### src/assert_macros.svh
// Assertion macros shared by the RTL. The bodies are empty when SYNTHESIS is defined.
`ifndef ASSERT_MACROS_SVH
`define ASSERT_MACROS_SVH

`ifndef SYNTHESIS

// The consequent must hold in the same cycle as the antecedent.
`define ASSERT_IMPLY(label, clk, rst_n, ante, cons) \
    label: assert property (@(posedge clk) disable iff (!rst_n) (ante) |-> (cons)) \
        else $error("assertion failed: same-cycle implication");

// The consequent must hold in the cycle after the antecedent.
`define ASSERT_NEXT(label, clk, rst_n, ante, cons) \
    label: assert property (@(posedge clk) disable iff (!rst_n) (ante) |=> (cons)) \
        else $error("assertion failed: next-cycle implication");

`else

`define ASSERT_IMPLY(label, clk, rst_n, ante, cons)
`define ASSERT_NEXT(label, clk, rst_n, ante, cons)

`endif

`endif

### src/pn2i_pkg.sv
`default_nettype none

package pn2i_pkg;

    // Default sizes of the table.
    localparam int DEF_TABLE_DEPTH = 128;
    localparam int DEF_NAME_BYTES  = 8;
    localparam int DEF_INODE_BITS  = 16;

    // Fixed field widths of the stream ports.
    localparam int FUNC_W        = 2;
    localparam int STATUS_W      = 2;
    localparam int NAME_FIELD_W  = 64;
    localparam int INODE_FIELD_W = 16;
    localparam int S_TDATA_W     = NAME_FIELD_W + INODE_FIELD_W;
    localparam int M_TDATA_W     = INODE_FIELD_W;

    typedef enum logic [FUNC_W-1:0] {
        FN_LOOKUP = 2'd0,
        FN_ADD    = 2'd1,
        FN_REMOVE = 2'd2
    } t_func;

    typedef enum logic [STATUS_W-1:0] {
        ST_OK   = 2'd0,
        ST_MISS = 2'd1,
        ST_FULL = 2'd2
    } t_status;

    // Commands from the controller to the datapath.
    typedef struct packed {
        logic    load;         // Latch the accepted item and rewind the walk index.
        logic    add_write;    // Append the latched entry at the end of the table.
        logic    scan_step;    // Read the next live entry for comparison.
        logic    shift_start;  // Restart the walk just above the matched entry.
        logic    shift_step;   // Move one entry down by one place.
        logic    count_dec;    // One entry was removed.
        logic    res_load;     // Load the output register.
        t_status res_status;
        logic    res_found;    // Output the inode captured on a hit.
    } t_dp_cmd;

    // Status from the datapath to the controller.
    typedef struct packed {
        logic hit;        // The entry read last cycle matches the key.
        logic walk_done;  // No read pending and no live entry left to read.
        logic full;       // The table holds its maximum number of entries.
        logic out_busy;   // The output register holds a result that is not taken.
    } t_dp_stat;

endpackage

`default_nettype wire

### src/pn2i_ctrl.sv
`default_nettype none

module pn2i_ctrl
    import pn2i_pkg::*;
(
    input  wire logic              i_clk,
    input  wire logic              i_rst_n,
    input  wire logic              i_s_tvalid,
    input  wire logic [FUNC_W-1:0] i_func,
    input  wire t_dp_stat          i_stat,
    output logic                   o_s_tready,
    output t_dp_cmd                o_cmd
);

    typedef enum logic [4:0] {
        S_IDLE  = 5'b00001,
        S_ADD   = 5'b00010,
        S_SCAN  = 5'b00100,
        S_SHIFT = 5'b01000,
        S_RESP  = 5'b10000
    } t_state;

    t_state  r_state, n_state;
    t_func   r_func, n_func;
    t_status r_status, n_status;
    logic    r_found, n_found;

    assign o_s_tready = (r_state == S_IDLE);

    always_comb begin
        n_state  = r_state;
        n_func   = r_func;
        n_status = r_status;
        n_found  = r_found;
        o_cmd    = '0;
        o_cmd.res_status = r_status;
        o_cmd.res_found  = r_found;

        unique case (r_state)
            S_IDLE: begin
                if (i_s_tvalid) begin
                    o_cmd.load = 1'b1;
                    n_func     = t_func'(i_func);
                    n_status   = ST_OK;
                    n_found    = 1'b0;
                    unique case (t_func'(i_func)) inside
                        FN_LOOKUP, FN_REMOVE: n_state = S_SCAN;
                        FN_ADD:               n_state = S_ADD;
                        default:              n_state = S_RESP;
                    endcase
                end
            end
            S_ADD: begin
                if (i_stat.full) begin
                    n_status = ST_FULL;
                end else begin
                    o_cmd.add_write = 1'b1;
                end
                n_state = S_RESP;
            end
            S_SCAN: begin
                o_cmd.scan_step = 1'b1;
                if (i_stat.hit) begin
                    if (r_func == FN_LOOKUP) begin
                        n_found = 1'b1;
                        n_state = S_RESP;
                    end else begin
                        o_cmd.shift_start = 1'b1;
                        n_state = S_SHIFT;
                    end
                end else if (i_stat.walk_done) begin
                    n_status = ST_MISS;
                    n_state  = S_RESP;
                end
            end
            S_SHIFT: begin
                o_cmd.shift_step = 1'b1;
                if (i_stat.walk_done) begin
                    o_cmd.count_dec = 1'b1;
                    n_state = S_RESP;
                end
            end
            S_RESP: begin
                if (!i_stat.out_busy) begin
                    o_cmd.res_load = 1'b1;
                    n_state = S_IDLE;
                end
            end
            default: n_state = S_IDLE;
        endcase
    end

    always_ff @(posedge i_clk) begin
        if (!i_rst_n) begin
            r_state <= S_IDLE;
        end else begin
            r_state <= n_state;
        end
    end

    always_ff @(posedge i_clk) begin
        r_func   <= n_func;
        r_status <= n_status;
        r_found  <= n_found;
    end

endmodule

`default_nettype wire

### config.mk
export PLATFORM = sky130hd
export DESIGN_NAME = pn2i_ctrl
export DESIGN_NICKNAME = d
export VERILOG_FILES = /design/src/assert_macros.svh /design/src/pn2i_pkg.sv /design/src/pn2i_ctrl.sv
export SDC_FILE = /design/constraint.sdc
export NUM_CORES = 1
export LEC_CHECK = 0
export BUFFER_PORTS_ARGS = -buffer_cell sky130_fd_sc_hd__buf_2
export CORE_ASPECT_RATIO = 0.8
export CORE_MARGIN = 2
export CORE_UTILIZATION = 35
export CTS_CLUSTER_DIAMETER = 100
export DETAILED_ROUTE_END_ITERATION = 8
export GPL_TIMING_DRIVEN = 0
export PLACE_DENSITY = 0.68
export SYNTH_ARGS = -nofsm -noshare
export SYNTH_HDL_FRONTEND = slang
export SYNTH_SLANG_ARGS = --single-unit
### constraint.sdc
create_clock -name i_clk -period 1.8 [get_ports i_clk]
set_input_delay 0.09 -clock i_clk [delete_from_list [all_inputs] [get_ports i_clk]]
set_output_delay 0.09 -clock i_clk [all_outputs]
set_load 0.01 [all_outputs]
; ---- Word level (Yosys, flattened, before mapping)
; Cells that the tools add are included.
[totals]
regBits = 10
inputBits = 9
output_inout_bits = 11
word_cells = 54
[classes]
eq_ne = 14
n_mux = 27
reduce_logical = 9
[ops]
columns = op, count
row1 = $mux 5, 5
row2 = $pmux 5 s5, 1
row3 = $ne 2x2->1 const B, 7
row4 = $mux 1, 12
row5 = $mux 2, 6
row6 = $pmux 5 s2, 1
row7 = $pmux 2 s3, 1
row8 = $eq 5x1->1 const B, 1
row9 = $eq 5x2->1 const B, 1
row10 = $eq 5x3->1 const B, 1
row11 = $eq 5x4->1 const B, 1
row12 = $eq 5x5->1 const B, 1
row13 = $reduce_and 5->1, 1
row14 = $logic_not 2->1, 2
row15 = $reduce_and 2->1, 2
row16 = $reduce_and 4->1, 1
row17 = $reduce_bool 3->1, 1
row18 = $eq 2x1->1 const B, 1
row19 = $eq 2x2->1 const B, 1
row20 = $pmux 1 s2, 1
row21 = $reduce_bool 2->1, 1
row22 = $reduce_or 2->1, 1

; ---- Depth between registers and ports, before layout
; Gate-level depths: netlist (run 1).
[logic_depth]
word_depth = 5
ltp_mapped = 6
mapped_depth_nobuf = 5

; ---- Worst setup path after synthesis (run 1)
; No wires, ideal clock.
[synth_timing]
kind = reg-to-reg
from = register r_state[2]
to = register r_status[0] (enable)
setup_ns = 0.345
arrival_ns = 1.352
required_time_ns = 1.455
slack_ns = 0.103
stages_incl_launch_ff = 5
path_buffers = 0
cell_sequence = dfxtp_1 -> or3_4 -> nor2_2 -> nor3_1 -> a2111oi_2
[synth_between]
elab_chain_cells = 3
word_cells_on_any_way = 9
cone_classes = eq/ne (7) / reduce/logical (2)
[synth_rtl]
columns = element, line_no
row1 = from (decl), pn2i_ctrl.sv:23  ; t_state r_state, n_state;
row2 = from (signal assigned), pn2i_ctrl.sv:97  ; r_state <= n_state;
row3 = $eq 5x1->1 *, n/a
row4 = net o_s_tready, pn2i_ctrl.sv:11  ; output logic o_s_tready,
row5 = $ne 2x2->1 (no line) / $reduce_bool 3->1 (equally long branches), n/a
row6 = $reduce_and 5->1 (no line) *, n/a
row7 = to (signal assigned), pn2i_ctrl.sv:103  ; r_status <= n_status;
row8 = to (decl), pn2i_ctrl.sv:25  ; t_status r_status, n_status;
; Mark *: on every way through the listed nets, which the timed path passes. The rest lies on a longest branch.
; A chain may end at the register's enable or synchronous reset.

==> results of run 1 <==
report_power, final:
group / switching (mW) / total, mW / internal (mW)
combinational: 0.203 / 0.389 / 0.186
sequential: 0.0475 / 0.352 / 0.305
clock: 0.0752 / 0.198 / 0.123
per-stage QoR:
stage / std cells / utilization, % / power (mW) / hold WS (ps)
finish: 112 / 51.7 / 0.939 / 7.10
global placement: 102 / 44.8 / 0.687 / 291
floorplan: 61 / - / 0.599 / 167
detailed placement: 102 / 44.8 / 0.695 / 293
CTS: 106 / 47.3 / 0.909 / 7.35
global route: 112 / 51.7 / 0.999 / 0.415
per-layer routing:
layer	global-route usage, %	wire length [um]	up-vias
met2	19.1	552	20
met1	17.7	590	244
met3	6.57	120	0
li1	-	-	280
met5	0	0	-
met4	4.17	0	0
cell families after synthesis:
| group | after synthesis | share of synthesized area, % |
|---|---|---|
| multiplexers | 1 | 1.67 |
| AO/OA/AOI/OAI | 11 | 19.0 |
| buffers and inverters | 5 | 4.39 |
| XOR/XNOR | 1 | 1.46 |
| flip-flops | 10 | 41.8 |
| AND/OR/NAND/NOR | 33 | 31.6 |
flip-flops by register name (all words and copies together), names as in the netlist:
signal    count
r_state       5
r_status      2
r_found       1
r_func        2
worst min path at each step:
stage | startpoint | end | cells past startpoint
after floorplan | i_func[1] | r_state[1] | 1
after global placement | i_func[1] | r_state[1] | 2
after detailed placement | i_func[1] | r_state[1] | 2
after CTS | i_func[1] | r_state[1] | 2
after global routing | i_func[1] | r_state[1] | 2
final | i_func[1] | r_state[1] | 2
cells in the mapped netlist (2+ instances only):
library cell / instances / share of area [%]
nor3_1: 5 / 4.2
inv_1: 2 / 1.3
dfxtp_1: 5 / 17
buf_4: 2 / 2.5
and2_1: 2 / 2.1
nor2_1: 8 / 5.0
nand2b_1: 2 / 2.1
edfxtp_1: 5 / 25
nand2_1: 6 / 3.8
nor2b_1: 2 / 2.1
a31oi_1: 2 / 2.1
layout make-up:
cell class	instances	area, um^2	area share [%]
timing repair buffer	26	148	17.7
multi-input combinational	46	338	40.5
buffer	2	15.0	1.80
inverter	2	7.51	0.901
clock buffer	4	36.3	4.35
sequential	10	262	31.4
tap	22	27.5	3.30
worst register-to-register path, delay by kind of cell (launching register included):
kind	cells	cell delay (ps)
AND/OR/NAND/NOR	3	700
AO/OA/AOI/OAI	1	360
flip-flops	1	350
layout by cell type (no fill, tap or decap), drive strengths merged, types with 2 or more instances in the layout:
cell type / n
a21oi: 2
a31oi: 2
and2: 2
buf: 28
clkbuf: 4
dfxtp: 5
edfxtp: 5
inv: 2
nand2: 6
nand2b: 2
nor2: 9
nor2b: 2
nor3: 5
repair_timing:
| action | in CTS | in global routing |
|---|---|---|
| gates cloned | 0 | 0 |
| endpoints found under the setup margin | 3 | 4 |
| gates resized for setup | 2 | 9 |
| pin swaps | 0 | 4 |
| setup buffers | 0 | 7 |
==> metrics, run 1 <==
status finished clean; Synth cell types 31; largest net degree at the start of global routing 9; CTS sink cnt 10; post-synthesis sequential area ratio between 40% and 50%; CP startpoint r_state[4]; Max Freq around 570 MHz; crit path capture o_cmd[8]; Fill cells ~150; routability cong. 0.786; Worst VDD drop 659 uV; Hold-fix buffers, CTS 0; WP buf/inv 2; Synth async-reset ratio 0%; Yosys reg bits 10; Crit path arrival time between 1500 and 2000 ps; Top FF cell, synth edfxtp_1; max_slew headroom about three quarters; CTS tree yes; R2R depth 4; Mapped Nets 70; Post-DP Area 721 um^2; CTS buffer count 3; Largest stage delay, worst path 420 ps; Initial Util a little under two fifths; final period utilization a little under 100%; Pleak between 0.3 and 0.4 nW; share of cells above drive strength 1 53.3%; vias in the first global route 427; final wirelength approximately 1300 um; r2r setup slk around 60 ps; final setup fails 0; H-tree levels 1; DIE AREA approximately 2100 um^2; CTS max path bufs 2; Max Cap Violations 0; P&R area growth vs syn 39.3%; startpoint types flop; Clock Pin Slew Worst Setup and Hold Paths about 60 ps; reg-to-reg critical path startpoint r_state[4]; reg2reg end r_status[1]; initial antenna violation count 0; clk root buf clkbuf_4; RSZ-0062 raised after global routing true; chip width roughly 50 um; Mapped Cells a little over 60; syn_area_per_cell 9.80 um^2; vias post-DR 544; Max FO, Critical Path 4; YS warnings 0; Ports 20; Die H 41.0 um; Max Slew Vio Count 0; wire length of the first global-routing pass just under 2000 um; Worst path depth 5; port bufs 19; Tmin final 1760 ps; Fin Setup TNS 0 ps; setup ws final roughly 37 ps; CP required around 1700 ps; DRT iter0 DRCs 6; drt first pass iters 4; Critical Path Sink Type primary output; Slowest-stage cell, CP or3_4; detailed placement HPWL roughly 930 um; Tightest Pin Transition around 370 ps; Site Rows 13; Layout Skew around 2.9 ps; Min-Delay Path Class in -> reg; critical path class reg -> out; ant diodes 0; cells along the critical path or3_4, nor3b_4, buf_4, and2b_1, buf_2; post-route cell area about 830 um^2; kind of cell adding the most delay to the critical path simple AND/OR/NAND/NOR gates; global route overflow 0; post-route DRC violation count 0; gr usage total a little over an eighth; core area 1610 um^2; DP Worst Slack -47.9 ps; Final Hold Fails 0; number of synthesized flops with an enable pin 5; clock insertion delay at the later pin of the skew report about 260 ps; Vias/cell between 4 and 5; Mapped Area between 500 and 600 um^2; Pwr Density between 1000 and 1500 nW/um^2; Antenna Nets Post-Route 0; Final Net Count 100; WL/cell ~11 um
(Power assumes the default switching activity.)
==> inputs of run 2 (changes only) <==
Settings changed: CTS_BUF_LIST from default to sky130_fd_sc_hd__clkbuf_8.
==> run 2 against run 1 <==
Compared with the run above:
- setup slack improved by 38 ps
- clock power is 41% higher
- clock skew is 2.5 ps lower
- non-clock buffer count is 3 lower
- sequential power rose by 1%
- cell count fell by 2.7%
- global-route usage fell by 0.083 points
- register-to-register slack hardly changed
- count of clock-buffer cells in the layout stayed put
- first-iteration DRC count stayed put
- core utilization rose by 0.85 points
- power increased by 11%
- highest routed layer unchanged
==> metrics, run 2 (synthesized netlist as in run 1, its figures left out) <==
Largest regs r_state: 5 flops, r_func: 2 flops, r_status: 2 flops (unchanged); initial antenna violation count 0 (unchanged); Fill cells 146 (was 147); Non-Filler Instances 109 (was 112); Final Net Count 97 (was 100); Clock Pin Slew Worst Setup and Hold Paths 50 ps (was 60 ps); routability cong. 0.786 (unchanged); hold depth 2 (unchanged); footprint of the multi-input gates 352 um^2 (was 338 um^2); Max FO, Critical Path 8 (was 4); Max Cap Violations 0 (unchanged); final wirelength 1340 um (was 1260 um); global route overflow 0 (unchanged); clock insertion delay at the later pin of the skew report 230 ps (was 260 ps); Vias/cell 4.85 (was 4.86); max_slew headroom 70.7% (was 75.3%); Post-DP Area 721 um^2 (unchanged); wire length of the first global-routing pass 1950 um (was 1970 um); commonest cells after routing, fill and taps aside buf_2, nor2_1, nand2_1, buf_4, edfxtp_1 (was buf_2, buf_4, nor2_1); Comb power frac 38.9% (was 41.4%); Min-Delay Path Class in -> reg (unchanged); post-route DRC violation count 0 (unchanged); Sw Ratio 33.6% (was 34.7%); DRT iter0 DRCs 6 (unchanged); Tightest Pin Transition 437 ps (was 370 ps); CTS buffer count 3 (unchanged); Tmin final 1730 ps (was 1760 ps); Pwr Density 1230 nW/um^2 (was 1130 nW/um^2); clock power share 26.8% (was 21.1%); P&R area growth vs syn 41.6% (was 39.3%); Die H 41.0 um (unchanged); Max Slew Vio Count 0 (unchanged); share of cells above drive strength 1 52.9% (was 53.3%); detailed placement HPWL 926 um (unchanged); CTS max path bufs 2 (unchanged); vias in the first global route 431 (was 427); Worst VDD drop 678 uV (was 659 uV); final period utilization 95.8% (was 98.0%); CTS sink cnt 10 (unchanged); R2R depth 5 (was 4); final setup fails 0 (unchanged); H-tree levels 1 (unchanged); gr usage total 13.3% (was 13.4%); port bufs 19 (unchanged); Crit path arrival time 1640 ps (was 1670 ps); Placed Instances 102 (unchanged); Final Hold Fails 0 (unchanged); CTS tree yes (unchanged); Antenna Nets Post-Route 0 (unchanged); Reg area 259 um^2 (was 262 um^2); number of flip-flops in the largest register 5 (unchanged); Ports 20 (unchanged); post-layout util 52.6% (was 51.7%); status finished clean (unchanged); startpoint types flop (unchanged); Layout Skew 0.426 ps (was 2.90 ps); Pleak 0.356 nW (was 0.363 nW); Internal Power 0.690 mW (was 0.613 mW); DIE AREA 2060 um^2 (unchanged); total chip power 1.04 mW (was 0.939 mW); Top reg by flops r_state (unchanged); final hold slack 39.7 ps (was 7.10 ps); drt first pass iters 4 (unchanged); Max Freq 580 MHz (was 567 MHz); Initial Util 37.1% (unchanged); critical path class reg -> reg (was reg -> out); Site Rows 13 (unchanged); core area 1610 um^2 (unchanged); Switch Pwr 0.350 mW (was 0.326 mW); chip width 50.2 um (unchanged); Critical Path Sink Type flop (was primary output); register share of total power 34.3% (was 37.5%); post-route cell area 847 um^2 (was 833 um^2); largest net degree at the start of global routing 9 (unchanged); ant diodes 0 (unchanged); vias post-DR 529 (was 544); clk root buf clkbuf_8 (was clkbuf_4); commonest non-fill, non-tap cell in the layout buf_2 (unchanged); CP required 1710 ps (about the same); WL/cell 12.3 um (was 11.3 um)
## run 2: cell count changes in the layout (fill, tap and decap cells not counted)
cell / before / now
and2b_1: 1 / 0
a2111oi_2: 1 / 0
clkbuf_4: 3 / 0
and2b_2: 0 / 1
a2111oi_4: 0 / 1
buf_2: 19 / 18
buf_4: 9 / 6
dfxtp_4: 2 / 1
clkbuf_8: 1 / 4
dfxtp_2: 3 / 4
buf_6: 0 / 1
## run 2: layout make-up
class / instances / area share [%]
plain buffers: 2 / 1.77
well taps: 22 / 3.25
multi-input cells: 46 / 41.5
flip-flops and latches: 10 / 30.6
clock buffers: 4 / 6.50
repair buffers: 23 / 15.5
inverters: 2 / 0.886
## run 2: layer usage
layer | global-route usage, % | wire [um]
met1 | 17.7 | 597
met2 | 18.8 | 631
met4 | 2.08 | 0
met5 | 0 | 0
met3 | 7.66 | 115
## run 2: worst paths after layout
kind	startpoint	to	slack [ps]
max	r_state[1]	r_status[1]	70
min	i_func[1]	r_state[1]	40
max reg2reg	r_state[1]	r_status[1]	70
min reg2reg	r_state[2]	r_state[2]	610
## run 2: what timing repair did
| action | in CTS | in global routing |
|---|---|---|
| resized for setup | 1 | 12 |
| pin swaps | 0 | 4 |
| setup endpoints to repair | 2 | 4 |
| hold buffers | 0 | 0 |
| gates cloned | 0 | 0 |
| buffers inserted | 0 | 4 |
## run 2: worst max-delay path, stage by stage, from the launching register on
cell	delay (ps)
dfxtp_2	360
nor4b_2	340
nand2_1	130
inv_2	160
nor3_2	90
a2111oi_4	320
## run 2: power by group through the flow
stage | Clock, mW | Sequential (mW) | Combinational [mW]
after CTS | 0.286 | 0.343 | 0.350
final | 0.279 | 0.357 | 0.404
after floorplan | 0 | 0.352 | 0.247
after detailed placement | 0 | 0.348 | 0.348
after global placement | 0 | 0.345 | 0.342
after global routing | 0.294 | 0.362 | 0.442
## run 2: through the flow
step	setup WS, ps	TNS, ps
after floorplan	103	0
after global placement	-27.5	-54.9
after detailed placement	-47.9	-95.8
after CTS	23.4	0
after global routing	-10.9	-21.8
final	74.8	0
==> inputs of run 3 (changes only) <==
Settings changed: PLACE_DENSITY 0.68 to default, PLACE_DENSITY_LB_ADDON from default to 0.2, SKIP_CTS_REPAIR_TIMING from default to 1.
==> run 3 against run 2 <==
Compared with the run above:
- global-route usage decreased by 1.2 points
- sequential share of layout area decreased by 0.090 points
- first-iteration DRC count decreased by 17%
- largest cell class unchanged
- largest power group unchanged
==> metrics, run 3 (synthesized netlist as in run 1, its figures left out) <==
number of flip-flops in the largest register 5 (unchanged); Crit path arrival time 1620 ps (was 1640 ps); WL/cell 11.4 um (was 12.3 um); CTS sink cnt 10 (unchanged); Clock Pin Slew Worst Setup and Hold Paths 50 ps (about the same); P&R area growth vs syn 42.1% (was 41.6%); RSZ-0062 raised after global routing false; routability cong. 0.696 (was 0.786); Min-Delay Path Class in -> reg (unchanged); Fill cells 158 (was 146); footprint of the multi-input gates 360 um^2 (was 352 um^2); H-tree levels 1 (unchanged); global route overflow 0 (unchanged); Pleak 0.356 nW (about the same); Vias/cell 4.93 (was 4.85); Max Freq 583 MHz (was 580 MHz); initial antenna violation count 0 (unchanged); chip width 50.2 um (unchanged); vias post-DR 537 (was 529); setup ws final 85.1 ps (was 74.8 ps); drt first pass iters 4 (unchanged); Ports 20 (unchanged); Top reg by flops r_state (unchanged); Critical Path Sink Type primary output (was flop); Largest stage delay, worst path 420 ps (was 360 ps); DIE AREA 2060 um^2 (unchanged); DP Worst Slack -54.5 ps (was -47.9 ps); GR Util met1 17.8% (was 17.7%); Max Cap Violations 0 (unchanged); Largest regs r_state: 5 flops, r_func: 2 flops, r_status: 2 flops (unchanged); DRT iter0 DRCs 5 (was 6); busiest grt layer met1 (was met2); final period utilization 95.3% (was 95.8%); status finished clean (unchanged); clock insertion delay at the later pin of the skew report 230 ps (about the same); Max FO, Critical Path 7 (was 8); detailed placement HPWL 911 um (was 926 um); Reg area 259 um^2 (unchanged); Worst VDD drop 797 uV (was 678 uV); clk root buf clkbuf_8 (unchanged); core area 1610 um^2 (unchanged); CTS buffer count 3 (unchanged); Final Hold Fails 0 (unchanged); Tightest Pin Transition 357 ps (was 437 ps); commonest cells after routing, fill and taps aside buf_2, nor2_1, nand2_1, buf_4, edfxtp_1 (unchanged); met2 usage 15.8% (was 18.8%); Die H 41.0 um (unchanged); final wirelength 1240 um (was 1340 um); post-layout util 52.8% (was 52.6%); port bufs 19 (unchanged); CTS tree yes (unchanged); post-route DRC violation count 0 (unchanged); Final Net Count 97 (unchanged); max_slew headroom 76.0% (was 70.7%); commonest non-fill, non-tap cell in the layout buf_2 (unchanged); met3 Use GR 6.57% (was 7.66%); Max Slew Vio Count 0 (unchanged); final setup fails 0 (unchanged); ant diodes 0 (unchanged); Pwr Density 1210 nW/um^2 (was 1230 nW/um^2); vias in the first global route 377 (was 431); share of cells above drive strength 1 52.9% (unchanged); Antenna Nets Post-Route 0 (unchanged); cells along the critical path or3_4, nor3b_4, buf_4, and2b_2, buf_2 (was nor4b_2, nand2_1, inv_2, nor3_2, a2111oi_4); CTS max path bufs 2 (unchanged); Initial Util 37.1% (unchanged); Fin Setup TNS 0 ps (unchanged); largest net degree at the start of global routing 9 (unchanged); CP required 1710 ps (about the same); wire length of the first global-routing pass 1750 um (was 1950 um); Slowest-stage cell, CP or3_4 (was dfxtp_2); startpoint types flop (unchanged); Layout Skew 0.310 ps (was 0.426 ps); critical path class reg -> out (was reg -> reg); gr usage total 12.1% (was 13.3%); Tmin final 1710 ps (was 1730 ps); Site Rows 13 (unchanged)
## run 3: cell counts in the layout (fill, tap and decap cells not counted)
Identical to the previous run, type by type.
## run 3: final timing paths
check,start,endpoint,slack [ps],cells after the start
min,i_func[1],r_state[1],50,2
max,r_state[3],o_cmd[8],90,5
min reg2reg,r_state[2],r_state[2],600,2
max reg2reg,r_state[3],r_status[0],90,4
## run 3: worst max-delay path, delay by kind of cell, from the launching register on
family / cells / cell delay [ps]
buffers and inverters: 2 / 260
DFF: 1 / 360
and+or+nand+nor: 3 / 770
## run 3: area by class of cell
type,count,share of cell area (%)
buffer,2,1.77
clock buffer,4,6.48
inverter,2,0.884
multi-input combinational,46,42.4
sequential,10,30.5
tap,22,3.24
timing repair buffer,23,14.7
## run 3: report_power, final
group | leakage (nW) | total (mW) | switching, mW | internal, mW
logic | 0.236 | 0.396 | 0.210 | 0.186
registers | 0.0919 | 0.357 | 0.0509 | 0.306
clock network | 0.0288 | 0.273 | 0.0811 | 0.192
## run 3: metal layers
metal,wire length [um],share of wire [%]
met3,97,7.8
met1,601,48
met4,0,0
met2,543,44
met5,0,0
## run 3: stage by stage
stage	power [mW]	hold WS [ps]	area, um^2	std cells
finish	1.03	47.5	850	109
global route	1.09	46.5	850	109
CTS	0.971	52.3	776	106
detailed placement	0.692	299	721	102
global placement	0.691	288	721	102
floorplan	0.599	167	598	61
